$ cat src/hw/rtl/sscm_pkg.sv
// ----------------------------------------------------------------------------
// Slab size class mapper package
// Class region table, shared types and fixed constants.
// ----------------------------------------------------------------------------
package sscm_pkg;

  localparam int REGION_CNT        = 8;
  localparam int REGION_W          = 3;
  localparam int IDX_W             = 9;
  localparam int SHIFT_W           = 4;
  localparam int BASE_W            = 17;
  localparam int SMALL_SLAB_PAGES  = 16;
  localparam int SMALL_CLASS_BYTES = 1024;
  localparam int BITMAP_MASK       = 63;
  localparam int BITMAP_SHIFT      = 6;
  localparam int WORD_SHIFT        = 3;
  localparam int MAX_STEP_BYTES    = 16384;

  typedef struct packed {
    logic [BASE_W-1:0]  base;
    logic [SHIFT_W-1:0] shift;
    logic [IDX_W-1:0]   idx_base;
  } region_t;

  typedef struct packed {
    logic             hit;
    logic [IDX_W-1:0] idx;
  } cls_info_t;

  typedef struct packed {
    logic busy;
    logic done;
  } div_stat_t;

  // upper bound of each region
  function automatic logic [BASE_W-1:0] region_top(input logic [REGION_W-1:0] i);
    logic [BASE_W-1:0] v;
    case (i)
      3'd0:    v = BASE_W'(128);
      3'd1:    v = BASE_W'(256);
      3'd2:    v = BASE_W'(512);
      3'd3:    v = BASE_W'(1024);
      3'd4:    v = BASE_W'(4096);
      3'd5:    v = BASE_W'(16384);
      3'd6:    v = BASE_W'(65536);
      default: v = '0;
    endcase
    return v;
  endfunction

  // base size, step exponent and first class index of a region
  function automatic region_t region_of(input logic [REGION_W-1:0] code);
    region_t r;
    case (code)
      3'd0:    r = '{base: BASE_W'(0),     shift: SHIFT_W'(3),  idx_base: IDX_W'(0)};
      3'd1:    r = '{base: BASE_W'(128),   shift: SHIFT_W'(4),  idx_base: IDX_W'(16)};
      3'd2:    r = '{base: BASE_W'(256),   shift: SHIFT_W'(5),  idx_base: IDX_W'(24)};
      3'd3:    r = '{base: BASE_W'(512),   shift: SHIFT_W'(6),  idx_base: IDX_W'(32)};
      3'd4:    r = '{base: BASE_W'(1024),  shift: SHIFT_W'(8),  idx_base: IDX_W'(40)};
      3'd5:    r = '{base: BASE_W'(4096),  shift: SHIFT_W'(10), idx_base: IDX_W'(52)};
      3'd6:    r = '{base: BASE_W'(16384), shift: SHIFT_W'(12), idx_base: IDX_W'(64)};
      default: r = '{base: BASE_W'(65536), shift: SHIFT_W'(14), idx_base: IDX_W'(76)};
    endcase
    return r;
  endfunction

endpackage

$ cat src/hw/rtl/sscm_class_map.sv
// ----------------------------------------------------------------------------
// Slab size class lookup
// Rounds a request up to its class block size and class index.
// ----------------------------------------------------------------------------
module sscm_class_map #(
  parameter int SMALL_LIMIT_BYTES = 262144,
  parameter int CLASS_LIMIT       = 128,
  parameter int BW                = 19
) (
  input  logic [31:0]              req_size,
  output sscm_pkg::cls_info_t      info,
  output logic [BW-1:0]            block_bytes
);

  localparam int RW = $clog2(SMALL_LIMIT_BYTES + 1);
  localparam int XW = ((RW > sscm_pkg::BASE_W) ? RW : sscm_pkg::BASE_W) + 1;

  logic [sscm_pkg::REGION_W-1:0] code;
  sscm_pkg::region_t             reg_sel;
  logic [XW-1:0]                 rx;
  logic [XW-1:0]                 d;
  logic [XW-1:0]                 mask;
  logic [XW-1:0]                 k;
  logic [XW-1:0]                 kk;
  logic [XW-1:0]                 b;
  logic [sscm_pkg::IDX_W-1:0]    idx;
  logic                          too_big;

  always_comb begin
    rx      = XW'(req_size[RW-1:0]);
    too_big = req_size > 32'(SMALL_LIMIT_BYTES);
    code    = '0;
    for (int i = 0; i < sscm_pkg::REGION_CNT - 1; i++) begin
      if (rx > XW'(sscm_pkg::region_top(sscm_pkg::REGION_W'(i)))) begin
        code = code + 1'b1;
      end
    end
    reg_sel = sscm_pkg::region_of(code);
    d       = rx - XW'(reg_sel.base);
    mask    = (XW'(1) << reg_sel.shift) - XW'(1);
    k       = (d + mask) >> reg_sel.shift;
    kk      = (k == '0) ? XW'(1) : k;
    b       = XW'(reg_sel.base) + (kk << reg_sel.shift);
    idx     = reg_sel.idx_base + sscm_pkg::IDX_W'(kk) - sscm_pkg::IDX_W'(1);
  end

  assign info.hit    = !too_big && (b <= XW'(SMALL_LIMIT_BYTES)) &&
                       (idx < sscm_pkg::IDX_W'(CLASS_LIMIT));
  assign info.idx    = idx;
  assign block_bytes = BW'(b);

endmodule

$ cat src/hw/rtl/sscm_div.sv
// ----------------------------------------------------------------------------
// Restoring divider
// One quotient bit per cycle; quotient valid when done pulses.
// ----------------------------------------------------------------------------
module sscm_div #(
  parameter int DW = 24,
  parameter int VW = 24
) (
  input  logic                 clk,
  input  logic                 rst_n,
  input  logic                 start,
  input  logic [DW-1:0]        dividend,
  input  logic [VW-1:0]        divisor,
  output logic [DW-1:0]        quotient,
  output sscm_pkg::div_stat_t  stat
);

  localparam int CNTW = $clog2(DW + 1);

  logic            busy_r, busy_nxt;
  logic            done_r, done_nxt;
  logic [CNTW-1:0] cnt_r, cnt_nxt;
  logic [VW-1:0]   rem_r, rem_nxt;
  logic [DW-1:0]   quo_r, quo_nxt;
  logic [VW-1:0]   dsr_r, dsr_nxt;
  logic [VW:0]     trial;
  logic [VW:0]     diff;
  logic            ge;

  always_comb begin
    trial    = {rem_r, quo_r[DW-1]};
    diff     = trial - {1'b0, dsr_r};
    ge       = trial >= {1'b0, dsr_r};
    busy_nxt = busy_r;
    done_nxt = 1'b0;
    cnt_nxt  = cnt_r;
    rem_nxt  = rem_r;
    quo_nxt  = quo_r;
    dsr_nxt  = dsr_r;
    if (start) begin
      busy_nxt = 1'b1;
      cnt_nxt  = CNTW'(DW);
      rem_nxt  = '0;
      quo_nxt  = dividend;
      dsr_nxt  = divisor;
    end else if (busy_r) begin
      rem_nxt = ge ? diff[VW-1:0] : trial[VW-1:0];
      quo_nxt = {quo_r[DW-2:0], ge};
      cnt_nxt = cnt_r - 1'b1;
      if (cnt_r == CNTW'(1)) begin
        busy_nxt = 1'b0;
        done_nxt = 1'b1;
      end
    end
  end

  always_ff @(posedge clk) begin
    if (!rst_n) begin
      busy_r <= 1'b0;
      done_r <= 1'b0;
      cnt_r  <= '0;
    end else begin
      busy_r <= busy_nxt;
      done_r <= done_nxt;
      cnt_r  <= cnt_nxt;
    end
  end

  always_ff @(posedge clk) begin
    rem_r <= rem_nxt;
    quo_r <= quo_nxt;
    dsr_r <= dsr_nxt;
  end

  assign quotient = quo_r;
  assign stat     = '{busy: busy_r, done: done_r};

endmodule

$ cat src/hw/rtl/slab_size_class_mapper.sv
// ----------------------------------------------------------------------------
// Slab size class mapper
// Maps a request size to its size class, slab pages, block capacity and
// slab header size.
// ----------------------------------------------------------------------------
// Usage:
//   Input channel in_valid/in_stall carries in_req_size. One request is
//   worked at a time; in_stall is high from acceptance until the result has
//   been moved into the output register.
//   Output channel out_valid/out_stall carries the result fields. The output
//   register holds a result while out_stall is high; the next request can be
//   accepted meanwhile and waits in its last step until the register frees.
//   Path: a request that maps to no class goes from the class step straight
//   to the output step; one whose slab has no room past the header leaves
//   after the total step. A mapped request passes the class, page, total,
//   divide and fit steps. The divider, one quotient bit per cycle, runs once
//   for the capacity estimate, followed by capacity check steps that lower
//   the estimate until it fits. The slab page count comes from a reciprocal
//   multiply in a single step.
//   A new request is accepted only once the last result has entered the
//   output register, which can wait while out_stall holds that register.
//   Reset (rst_n low, synchronous) empties the output register and returns
//   the sequencer to idle.
// ----------------------------------------------------------------------------
module slab_size_class_mapper #(
  parameter int PAGE_BYTES        = 4096,
  parameter int SEGMENT_BYTES     = 2097152,
  parameter int SMALL_LIMIT_BYTES = 262144,
  parameter int HEADER_BASE_BYTES = 64,
  parameter int CLASS_LIMIT       = 128
) (
  input  logic        clk,
  input  logic        rst_n,
  input  logic        in_valid,
  output logic        in_stall,
  input  logic [31:0] in_req_size,
  output logic        out_valid,
  input  logic        out_stall,
  output logic        out_size_ok,
  output logic [6:0]  out_class_index,
  output logic [18:0] out_class_block_bytes,
  output logic [8:0]  out_slab_page_count,
  output logic [16:0] out_slab_block_capacity,
  output logic [12:0] out_header_bytes
);

  localparam int BW    = $clog2(SMALL_LIMIT_BYTES + sscm_pkg::MAX_STEP_BYTES + 1);
  localparam int CAP_P = SEGMENT_BYTES / PAGE_BYTES / 2;
  localparam int PW    = $clog2(CAP_P + 2);
  localparam int PGW   = $clog2(PAGE_BYTES + 1);
  localparam int TW    = $clog2(SEGMENT_BYTES / 2 + 1);
  localparam int CW    = (TW > 17) ? TW : 17;
  localparam int DW    = (TW + 3 > BW + 4) ? TW + 3 : BW + 4;
  localparam int VW    = (PGW > BW + 4) ? PGW : BW + 4;
  localparam int H8    = ((HEADER_BASE_BYTES + 7) / 8) * 8;
  localparam int FW    = CW + BW + 1;
  localparam int MW    = CW + 4;
  // page count: ceil(8*b/PAGE_BYTES) by reciprocal multiply, exact below 2^NW
  localparam int NW    = BW + 4;
  localparam int PG_SH = NW + $clog2(PAGE_BYTES);
  localparam int PRW   = 2 * NW + 1;
  localparam longint unsigned PG_RECIP =
    ((64'd1 << PG_SH) + 64'(PAGE_BYTES) - 64'd1) / 64'(PAGE_BYTES);

  localparam int       ST_W    = 3;
  localparam bit [2:0] ST_IDLE = 3'd0;
  localparam bit [2:0] ST_CLS  = 3'd1;
  localparam bit [2:0] ST_PAGE = 3'd2;
  localparam bit [2:0] ST_TOT  = 3'd3;
  localparam bit [2:0] ST_CDIV = 3'd4;
  localparam bit [2:0] ST_FIT  = 3'd5;
  localparam bit [2:0] ST_OUT  = 3'd6;

  logic [ST_W-1:0]            state_r, state_nxt;
  logic [31:0]                req_r, req_nxt;
  logic                       ok_r, ok_nxt;
  logic [sscm_pkg::IDX_W-1:0] idx_r, idx_nxt;
  logic [BW-1:0]              b_r, b_nxt;
  logic [PW-1:0]              pages_r, pages_nxt;
  logic [TW-1:0]              tp_r, tp_nxt;
  logic [CW-1:0]              cap_r, cap_nxt;
  logic [CW-1:0]              best_r, best_nxt;
  logic [MW-1:0]              meta_r, meta_nxt;

  logic                       out_valid_r, out_valid_nxt;
  logic                       out_ok_r, out_ok_nxt;
  logic [6:0]                 out_idx_r, out_idx_nxt;
  logic [18:0]                out_b_r, out_b_nxt;
  logic [8:0]                 out_pages_r, out_pages_nxt;
  logic [16:0]                out_cap_r, out_cap_nxt;
  logic [12:0]                out_meta_r, out_meta_nxt;

  sscm_pkg::cls_info_t        cls_info;
  logic [BW-1:0]              cls_b;
  logic                       div_start;
  logic [DW-1:0]              div_dividend;
  logic [VW-1:0]              div_divisor;
  logic [DW-1:0]              div_q;
  sscm_pkg::div_stat_t        div_stat;

  logic [NW-1:0]              pg_num;
  logic [PRW-1:0]             pg_prod;
  logic [NW-1:0]              pg_q;
  logic [NW-1:0]              pg_min;
  logic [PW+PGW-1:0]          total_full;
  logic [TW-1:0]              total;
  logic [TW-1:0]              tp_c;
  logic [CW-1:0]              words;
  logic [FW-1:0]              word_bytes;
  logic [FW-1:0]              used;
  logic                       fits;
  logic                       out_load;

  sscm_class_map #(
    .SMALL_LIMIT_BYTES (SMALL_LIMIT_BYTES),
    .CLASS_LIMIT       (CLASS_LIMIT),
    .BW                (BW)
  ) u_class_map (
    .req_size    (req_r),
    .info        (cls_info),
    .block_bytes (cls_b)
  );

  sscm_div #(
    .DW (DW),
    .VW (VW)
  ) u_div (
    .clk      (clk),
    .rst_n    (rst_n),
    .start    (div_start),
    .dividend (div_dividend),
    .divisor  (div_divisor),
    .quotient (div_q),
    .stat     (div_stat)
  );

  always_comb begin
    pg_num     = NW'({b_r, 3'b000}) + NW'(PAGE_BYTES - 1);
    pg_prod    = PRW'(pg_num) * PRW'(PG_RECIP);
    pg_q       = NW'(pg_prod >> PG_SH);
    pg_min     = ((b_r <= BW'(sscm_pkg::SMALL_CLASS_BYTES)) &&
                  (pg_q < NW'(sscm_pkg::SMALL_SLAB_PAGES))) ?
                 NW'(sscm_pkg::SMALL_SLAB_PAGES) : pg_q;
    total_full = (PW + PGW)'(pages_r) * (PW + PGW)'(PAGE_BYTES);
    total      = TW'(total_full);
    tp_c       = total - TW'(H8);
    words      = CW'(({1'b0, cap_r} + (CW + 1)'(sscm_pkg::BITMAP_MASK))
                     >> sscm_pkg::BITMAP_SHIFT);
    word_bytes = FW'(words) << sscm_pkg::WORD_SHIFT;
    used       = FW'((CW + BW)'(cap_r) * (CW + BW)'(b_r)) + word_bytes;
    fits       = used <= FW'(tp_r);
    out_load   = (state_r == ST_OUT) && (!out_valid_r || !out_stall);
  end

  always_comb begin
    state_nxt    = state_r;
    req_nxt      = req_r;
    ok_nxt       = ok_r;
    idx_nxt      = idx_r;
    b_nxt        = b_r;
    pages_nxt    = pages_r;
    tp_nxt       = tp_r;
    cap_nxt      = cap_r;
    best_nxt     = best_r;
    meta_nxt     = meta_r;
    div_start    = 1'b0;
    div_dividend = DW'({tp_c, 3'b000});
    div_divisor  = VW'({b_r, 3'b000}) + VW'(1);
    case (state_r)
      ST_IDLE: begin
        if (in_valid) begin
          req_nxt   = in_req_size;
          state_nxt = ST_CLS;
        end
      end
      ST_CLS: begin
        ok_nxt   = cls_info.hit;
        idx_nxt  = cls_info.idx;
        b_nxt    = cls_b;
        best_nxt = '0;
        meta_nxt = '0;
        if (cls_info.hit) begin
          state_nxt = ST_PAGE;
        end else begin
          state_nxt = ST_OUT;
        end
      end
      ST_PAGE: begin
        pages_nxt = (pg_min > NW'(CAP_P)) ? PW'(CAP_P) : PW'(pg_min);
        state_nxt = ST_TOT;
      end
      ST_TOT: begin
        tp_nxt = tp_c;
        if (total <= TW'(H8)) begin
          state_nxt = ST_OUT;
        end else begin
          div_start = 1'b1;
          state_nxt = ST_CDIV;
        end
      end
      ST_CDIV: begin
        if (div_stat.done) begin
          cap_nxt   = div_q[CW-1:0];
          state_nxt = ST_FIT;
        end
      end
      ST_FIT: begin
        if (cap_r == '0) begin
          state_nxt = ST_OUT;
        end else if (fits) begin
          best_nxt  = cap_r;
          meta_nxt  = MW'(H8) + MW'(word_bytes);
          state_nxt = ST_OUT;
        end else begin
          cap_nxt = cap_r - 1'b1;
        end
      end
      ST_OUT: begin
        if (out_load) begin
          state_nxt = ST_IDLE;
        end
      end
      default: begin
        state_nxt = ST_IDLE;
      end
    endcase
  end

  always_comb begin
    out_valid_nxt = out_valid_r && out_stall;
    out_ok_nxt    = out_ok_r;
    out_idx_nxt   = out_idx_r;
    out_b_nxt     = out_b_r;
    out_pages_nxt = out_pages_r;
    out_cap_nxt   = out_cap_r;
    out_meta_nxt  = out_meta_r;
    if (out_load) begin
      out_valid_nxt = 1'b1;
      out_ok_nxt    = ok_r;
      out_idx_nxt   = ok_r ? 7'(idx_r) : '0;
      out_b_nxt     = ok_r ? 19'(b_r) : '0;
      out_pages_nxt = ok_r ? 9'(pages_r) : '0;
      out_cap_nxt   = ok_r ? 17'(best_r) : '0;
      out_meta_nxt  = ok_r ? 13'(meta_r) : '0;
    end
  end

  always_ff @(posedge clk) begin
    if (!rst_n) begin
      state_r     <= ST_IDLE;
      out_valid_r <= 1'b0;
    end else begin
      state_r     <= state_nxt;
      out_valid_r <= out_valid_nxt;
    end
  end

  always_ff @(posedge clk) begin
    req_r       <= req_nxt;
    ok_r        <= ok_nxt;
    idx_r       <= idx_nxt;
    b_r         <= b_nxt;
    pages_r     <= pages_nxt;
    tp_r        <= tp_nxt;
    cap_r       <= cap_nxt;
    best_r      <= best_nxt;
    meta_r      <= meta_nxt;
    out_ok_r    <= out_ok_nxt;
    out_idx_r   <= out_idx_nxt;
    out_b_r     <= out_b_nxt;
    out_pages_r <= out_pages_nxt;
    out_cap_r   <= out_cap_nxt;
    out_meta_r  <= out_meta_nxt;
  end

  assign in_stall                = (state_r != ST_IDLE);
  assign out_valid               = out_valid_r;
  assign out_size_ok             = out_ok_r;
  assign out_class_index         = out_idx_r;
  assign out_class_block_bytes   = out_b_r;
  assign out_slab_page_count     = out_pages_r;
  assign out_slab_block_capacity = out_cap_r;
  assign out_header_bytes        = out_meta_r;

  a_busy_after_accept: assert property (@(posedge clk) disable iff (!rst_n)
    in_valid && !in_stall |=> in_stall)
    else $error("request accepted but input not stalled");

  a_reject_zero: assert property (@(posedge clk) disable iff (!rst_n)
    out_valid && !out_size_ok |-> (out_class_index == '0 && out_class_block_bytes == '0 &&
      out_slab_page_count == '0 && out_slab_block_capacity == '0 && out_header_bytes == '0))
    else $error("rejected request with nonzero fields");

  a_header_aligned: assert property (@(posedge clk) disable iff (!rst_n)
    out_valid |-> out_header_bytes[2:0] == 3'd0)
    else $error("header size not 8-byte aligned");

  a_div_done_state: assert property (@(posedge clk) disable iff (!rst_n)
    div_stat.done |-> state_r == ST_CDIV)
    else $error("divider finished outside a divide step");

endmodule
$ cat config.mk
export PLATFORM = sky130hd
export DESIGN_NAME = slab_size_class_mapper
export DESIGN_NICKNAME = d
export VERILOG_FILES = /design/src/hw/rtl/sscm_pkg.sv /design/src/hw/rtl/sscm_class_map.sv /design/src/hw/rtl/sscm_div.sv /design/src/hw/rtl/slab_size_class_mapper.sv
export SDC_FILE = /design/constraint.sdc
export NUM_CORES = 2
export LEC_CHECK = 0
export BUFFER_PORTS_ARGS = -buffer_cell sky130_fd_sc_hd__buf_4
export CORE_ASPECT_RATIO = 1.1
export CORE_MARGIN = 2
export CORE_UTILIZATION = 50
export CTS_CLUSTER_SIZE = 10
export DETAILED_ROUTE_END_ITERATION = 10
export PLACE_DENSITY_LB_ADDON = 0.12
export SLEW_MARGIN = 0
export SYNTH_ARGS = -nofsm -noshare
export SYNTH_HDL_FRONTEND = slang
export SYNTH_SLANG_ARGS = --single-unit
$ cat constraint.sdc
create_clock -name clk -period 30.2 [get_ports clk]
set_clock_uncertainty 0.1 [all_clocks]
set_input_delay 1.51 -clock clk [delete_from_list [all_inputs] [get_ports clk]]
set_output_delay 1.51 -clock clk [all_outputs]
set_load 0.005 [all_outputs]
# After elaboration in Yosys (flattened, before gate mapping)
# Index checks and enable logic that the tools add are counted.
totals:
  ff_bits: 287
  latch_bits: 0
  ramBits: 0
  mem_bits_ro: 0
  input_bits: 36
  elab_cells: 151
  n_memories: 0
op_classes:
  addsub: 21
  n_mul: 1
  div: 0
  n_lt_le_gt_ge: 16
  eq_ne: 20
  shift: 3
  n_mux: 40
  n_bitwise: 2
  n_reduce_logical: 23
op_table:
  columns: ["op", "n"]
  rows:
  - ["30-bit case mux with 7 select lines", 1]
  - ["21-bit 2-to-1 mux", 3]
  - ["24-bit 2-to-1 mux", 2]
  - ["21-bit case mux with 2 select lines", 1]
  - ["40-bit by 19-bit adder with 41-bit output", 1]
  - ["41-bit by 21-bit <= comparator with 1-bit output", 1]
  - ["21-bit by 19-bit multiplier with 40-bit output", 1]
  - ["3-bit 2-to-1 mux", 12]
  - ["17-bit 2-to-1 mux", 2]
  - ["17-bit case mux with 2 select lines", 1]
  - ["32-bit by 19-bit greater-than comparator with 1-bit output (second input constant)", 1]
  - ["13-bit 2-to-1 mux", 2]
  - ["13-bit case mux with 2 select lines", 1]
  - ["24-bit by 23-bit greater-or-equal comparator with 1-bit output", 1]
  - ["22-bit by 1-bit adder with 23-bit output (second input constant)", 1]
  - ["22-bit by 12-bit adder with 23-bit output (second input constant)", 1]
  - ["23-bit 2-to-1 mux", 1]
  - ["23-bit subtractor", 1]
  - ["21-bit by 6-bit adder with 22-bit output (second input constant)", 1]
  - ["21-bit by 7-bit <= comparator with 1-bit output (second input constant)", 1]
  - ["21-bit zero test", 1]
  - ["3-bit case mux with 7 select lines", 1]
  - ["21-bit by 1-bit subtractor with 21-bit output (second input constant)", 1]
  - ["21-bit by 7-bit subtractor with 21-bit output (second input constant)", 1]
  - ["other kinds (50)", 86]

# Longest topological paths before layout
logic_depth:
  depth_word: 29
  ltp_mapped: 61
  depth_no_buf: 57

# Cells and area by module
# Synthesis repeated with hierarchy kept, for this count alone.
hier_totals:
  hier_cells: 3270
  hier_area_um2: 30772.0
by_module_without_submodules:
  columns: ["mod", "n_inst", "cells_per_inst", "area_each_um2", "seq_area_each_um2"]
  rows:
  - ["slab_size_class_mapper", 1, 2254, 22332.7, 5725.5]
  - ["sscm_div", 1, 410, 4265.3, 2011.9]
  - ["sscm_class_map", 1, 606, 4174.0, 0.0]

# Worst setup path before layout
# Ideal clock, no wire load.
synth_timing:
  kind: "register to register"
  startpoint: "register req_r[12]"
  endpoint: "register state_r[2]"
  arrival_ns: 12.858
  required_time_ns: 29.977
  path_slack_ns: 17.119
  stages_incl_launch_ff: 57
  path_buffers: 4
  cell_sequence: "edfxtp_1 > nor4_4 > nand2_1 > nor2_1 > nand2_1 > o21ai_0 > a32oi_1 > ha_1 > and3_1 > a32oi_1 > nand2_1 > ha_1 > o211ai_1 > o31ai_2 > ha_1 > or3_1 > o21a_1 > ha_1 > (+21 left out) > a32oi_1 > a211oi_1 > nand4_1 > or4_4 > nor4bb_1 > clkbuf_1 > o22ai_1 > ha_1 > a21o_1 > a21oi_1 > xnor2_1 > or4_1 > or4_1 > nor3_1 > or4b_1 > or4_1 > a21oi_2 > a211oi_2"
synth_rtl:
  columns: ["element", "line_no", "source"]
  rows:
  - ["start, declared", "slab_size_class_mapper.sv:75", "logic [31:0] req_r, req_nxt;"]
  - ["start signal, assigned", "slab_size_class_mapper.sv:259", "req_r <= req_nxt;"]
  - ["end signal, assigned", "slab_size_class_mapper.sv:253", "state_r <= state_nxt;"]
  - ["end, declared", "slab_size_class_mapper.sv:74", "logic [ST_W-1:0] state_r, state_nxt;"]

==> results by group <==
Status
  – Status: complete, no violations

Placement
  – Routability Congestion: 0.881
  – Placed cell areas: 0.0313 mm2
  – Buffers on Ports: 100
  – DP HPWL: 61.8 mm

Die
  – Core ar.: 0.0588 mm2
  – Die Height: 260 um
  – Io pins: 104
  – Initial Util: 50.7%
  – Rows: 93
  – Die X: 237 um
  – DIE AREA: 0.0615 mm2

Synthesis
  – EDFF count, synth: 228
  – Syn_area_per_cell: 9.33 um2
  – Mapped Area: 0.0298 mm2
  – Synth warnings: 0
  – Synth top area share: 23.3%
  – #FFs+latches synth: 265
  – Post-synth top area cell: fa_1
  – Seq/Total Area, Yosys: 25.5%
  – Synth unique cells: 97
  – Mapped Cells: 3191
  – Ys flop type: edfxtp_1
  – Largest cells by area after synthesis: fa_1, edfxtp_1, ha_1, inv_1, nand2_1
  – Asr flop ratio synth: 0%

Critical path
  – R2R cell count: 54
  – Data required, critical path: 30.55 ns
  – Crit path DAT: 15.16 ns
  – Critical path class: reg2reg
  – Worst Setup End Kind: register
  – Slowest stage delay, CP: 0.70 ns
  – Worst Path Max Fanout: 32
  – Startpoint Class: register
  – Slowest CP cell: a211oi_1
  – Crit path top cell by count: ha_1

STA
  – RSZ-0062 raised after global routing: no
  – Slew Limit Headroom: 16.7%
  – Final setup violation count: 0
  – Fmax: 67.5 MHz
  – Slew @ Worst Pin: 1.25 ns
  – Post-layout min period: 14.81 ns
  – Final worst-path cycle share: 49.0%
  – Fin. Hold Viols: 0
  – Setup TNS: 0 ns
  – Fin. max-slew vios: 0

Route
  – DRT iter0 DRCs: 1654
  – Vias: 22800
  – Average wire per standard cell: 20.6 um
  – Drt first pass iters: 6
  – Final WL: 82.7 mm
  – DRC: 0
  – Vias per inst: 5.68
  – Post-route ant nets: 0

Cells and area
  – Fin area: 0.0324 mm2
  – Area Growth Syn to Fin: 8.86%
  – Commonest cells after routing, fill and taps aside: inv_1, nand2_1, fa_1, ha_1, edfxtp_1
  – Share of layout cells above drive strength 1: 7.65%
  – Final nets: 3852
  – Fillers: 5311
  – Leading cell type in the layout, fill and taps excluded: inv_1

Clock tree
  – Cts bufs inserted: 34
  – Worst skew pair latency: 0.58 ns
  – Root Driver: clkbuf_16
  – Setup Buffers After CTS: 0
  – CTS Hold Bufs: 0
  – Post_cts resized: 0
  – CTS tree: built
  – Max clock buf depth: 3
  – Clk slew on worst S/H paths: 0.06 ns
  – Clk sinks: 265
  – H-tree Lvls: 2

Run
  – Max_cap viols: 0

Hold path
  – Worst Hold Depth: 1
  – Worst hold path type: reg2reg

Global route
  – Gr usage total: 27.8%
  – Initial antenna violation count: 7
  – Grt total ovfl: 0
  – Vias in the first global route: 23800
  – First-pass GRT wire length: 133 mm
  – Largest net degree at the start of global routing: 66
-- registers in the layout, indices dropped and copies added, names as in the netlist --
name,flops
u_div.cnt_r,5
out_header_bytes,10
u_div.quotient,24
out_class_index,7
u_div.busy_r,1
b_r,19
pages_r,9
out_valid,1
best_r,17
state_r,3
u_div.dsr_r,19
req_r,32
tp_r,9
u_div.rem_r,23
idx_r,7
out_slab_block_capacity,17
u_div.done_r,1
ok_r,1
meta_r,10
cap_r,21
out_slab_page_count,9
out_class_block_bytes,19
out_size_ok,1
-- critical path, delay by kind of cell (launching register included) --
| kind | cells | cell delay (ns) |
|---|---|---|
| compound gates | 20 | 4.45 |
| xor+xnor | 3 | 0.67 |
| fa+ha+maj | 8 | 2.65 |
| buf+inv | 3 | 0.51 |
| flops | 1 | 0.51 |
| mux | 1 | 0.15 |
| simple gates | 19 | 5.62 |
-- path summary, 6_finish.rpt --
check | start | to | slack (ns)
worst max-delay path | req_r[12] | state_r[2] | 15.39
worst min-delay path | u_div.rem_r[22] | u_div.rem_r[22] | 0.37
worst max register to register | req_r[12] | state_r[2] | 15.39
worst min register to register | u_div.rem_r[22] | u_div.rem_r[22] | 0.37
-- metal layers --
| layer | wire (um) | track usage (%) |
|---|---|---|
| met1 | 34400 | 35.7 |
| met2 | 40400 | 47.9 |
| met3 | 4280 | 3.18 |
| met4 | 3680 | 11.6 |
| met5 | 27 | 0 |
-- logic make-up after synthesis --
group	Yosys count	share of synthesized area, %
other	2	0.0252
multiplexers	33	1.13
flip-flops	265	25.5
AO/OA/AOI/OAI	443	9.93
AND/OR/NAND/NOR	1050	17.5
adder cells (fa/ha/maj)	588	33.4
buffers and inverters	689	8.91
XOR/XNOR	121	3.60
-- synthesized netlist by cell type, types with 11 or more instances --
master	n
nand2_1	408
dfxtp_1	37
xor2_1	35
ha_1	241
nand2b_1	16
o21bai_1	16
nor3_1	37
o21a_1	20
o211ai_1	11
nand3_1	47
xnor2_1	85
nor2_1	161
o21ai_0	100
a211oi_1	23
o22ai_1	14
a21oi_1	105
or4_1	12
mux2i_1	27
nor4_1	25
edfxtp_1	228
and2_1	218
and3_1	32
clkbuf_1	141
fa_1	347
a21o_1	24
inv_1	520
nor2b_1	18
a31oi_1	14
nand4_1	25
-- metrics by stage --
stage | cells | utilization, % | hold WS, ns | setup WS [ns]
global placement | 3952 | 53.3 | 0.351 | 15.78
finish | 4014 | 55.2 | 0.374 | 15.39
floorplan | 3200 | - | 0.324 | 17.12
detailed placement | 3952 | 53.3 | 0.352 | 15.51
global route | 4013 | 55.2 | 0.379 | 14.51
CTS | 4013 | 55.2 | 0.372 | 15.46
-- area by class of cell --
class                           instances  area [um2]  area share, %
Timing Repair Buffer                  159        1190           3.68
Multi-Input combinational cell       2246       19600           60.5
Antenna cell                            1        2.50        0.00772
Clock inverter                          9         189          0.583
Sequential cell                       265        7590           23.4
Clock buffer                           52         918           2.83
Tap cell                              760         951           2.93
Inverter                              522        1960           6.04
Power is left out: the tool's default activity adds up to more than one toggle a clock period on the data nets, which glitch-free logic cannot reach.
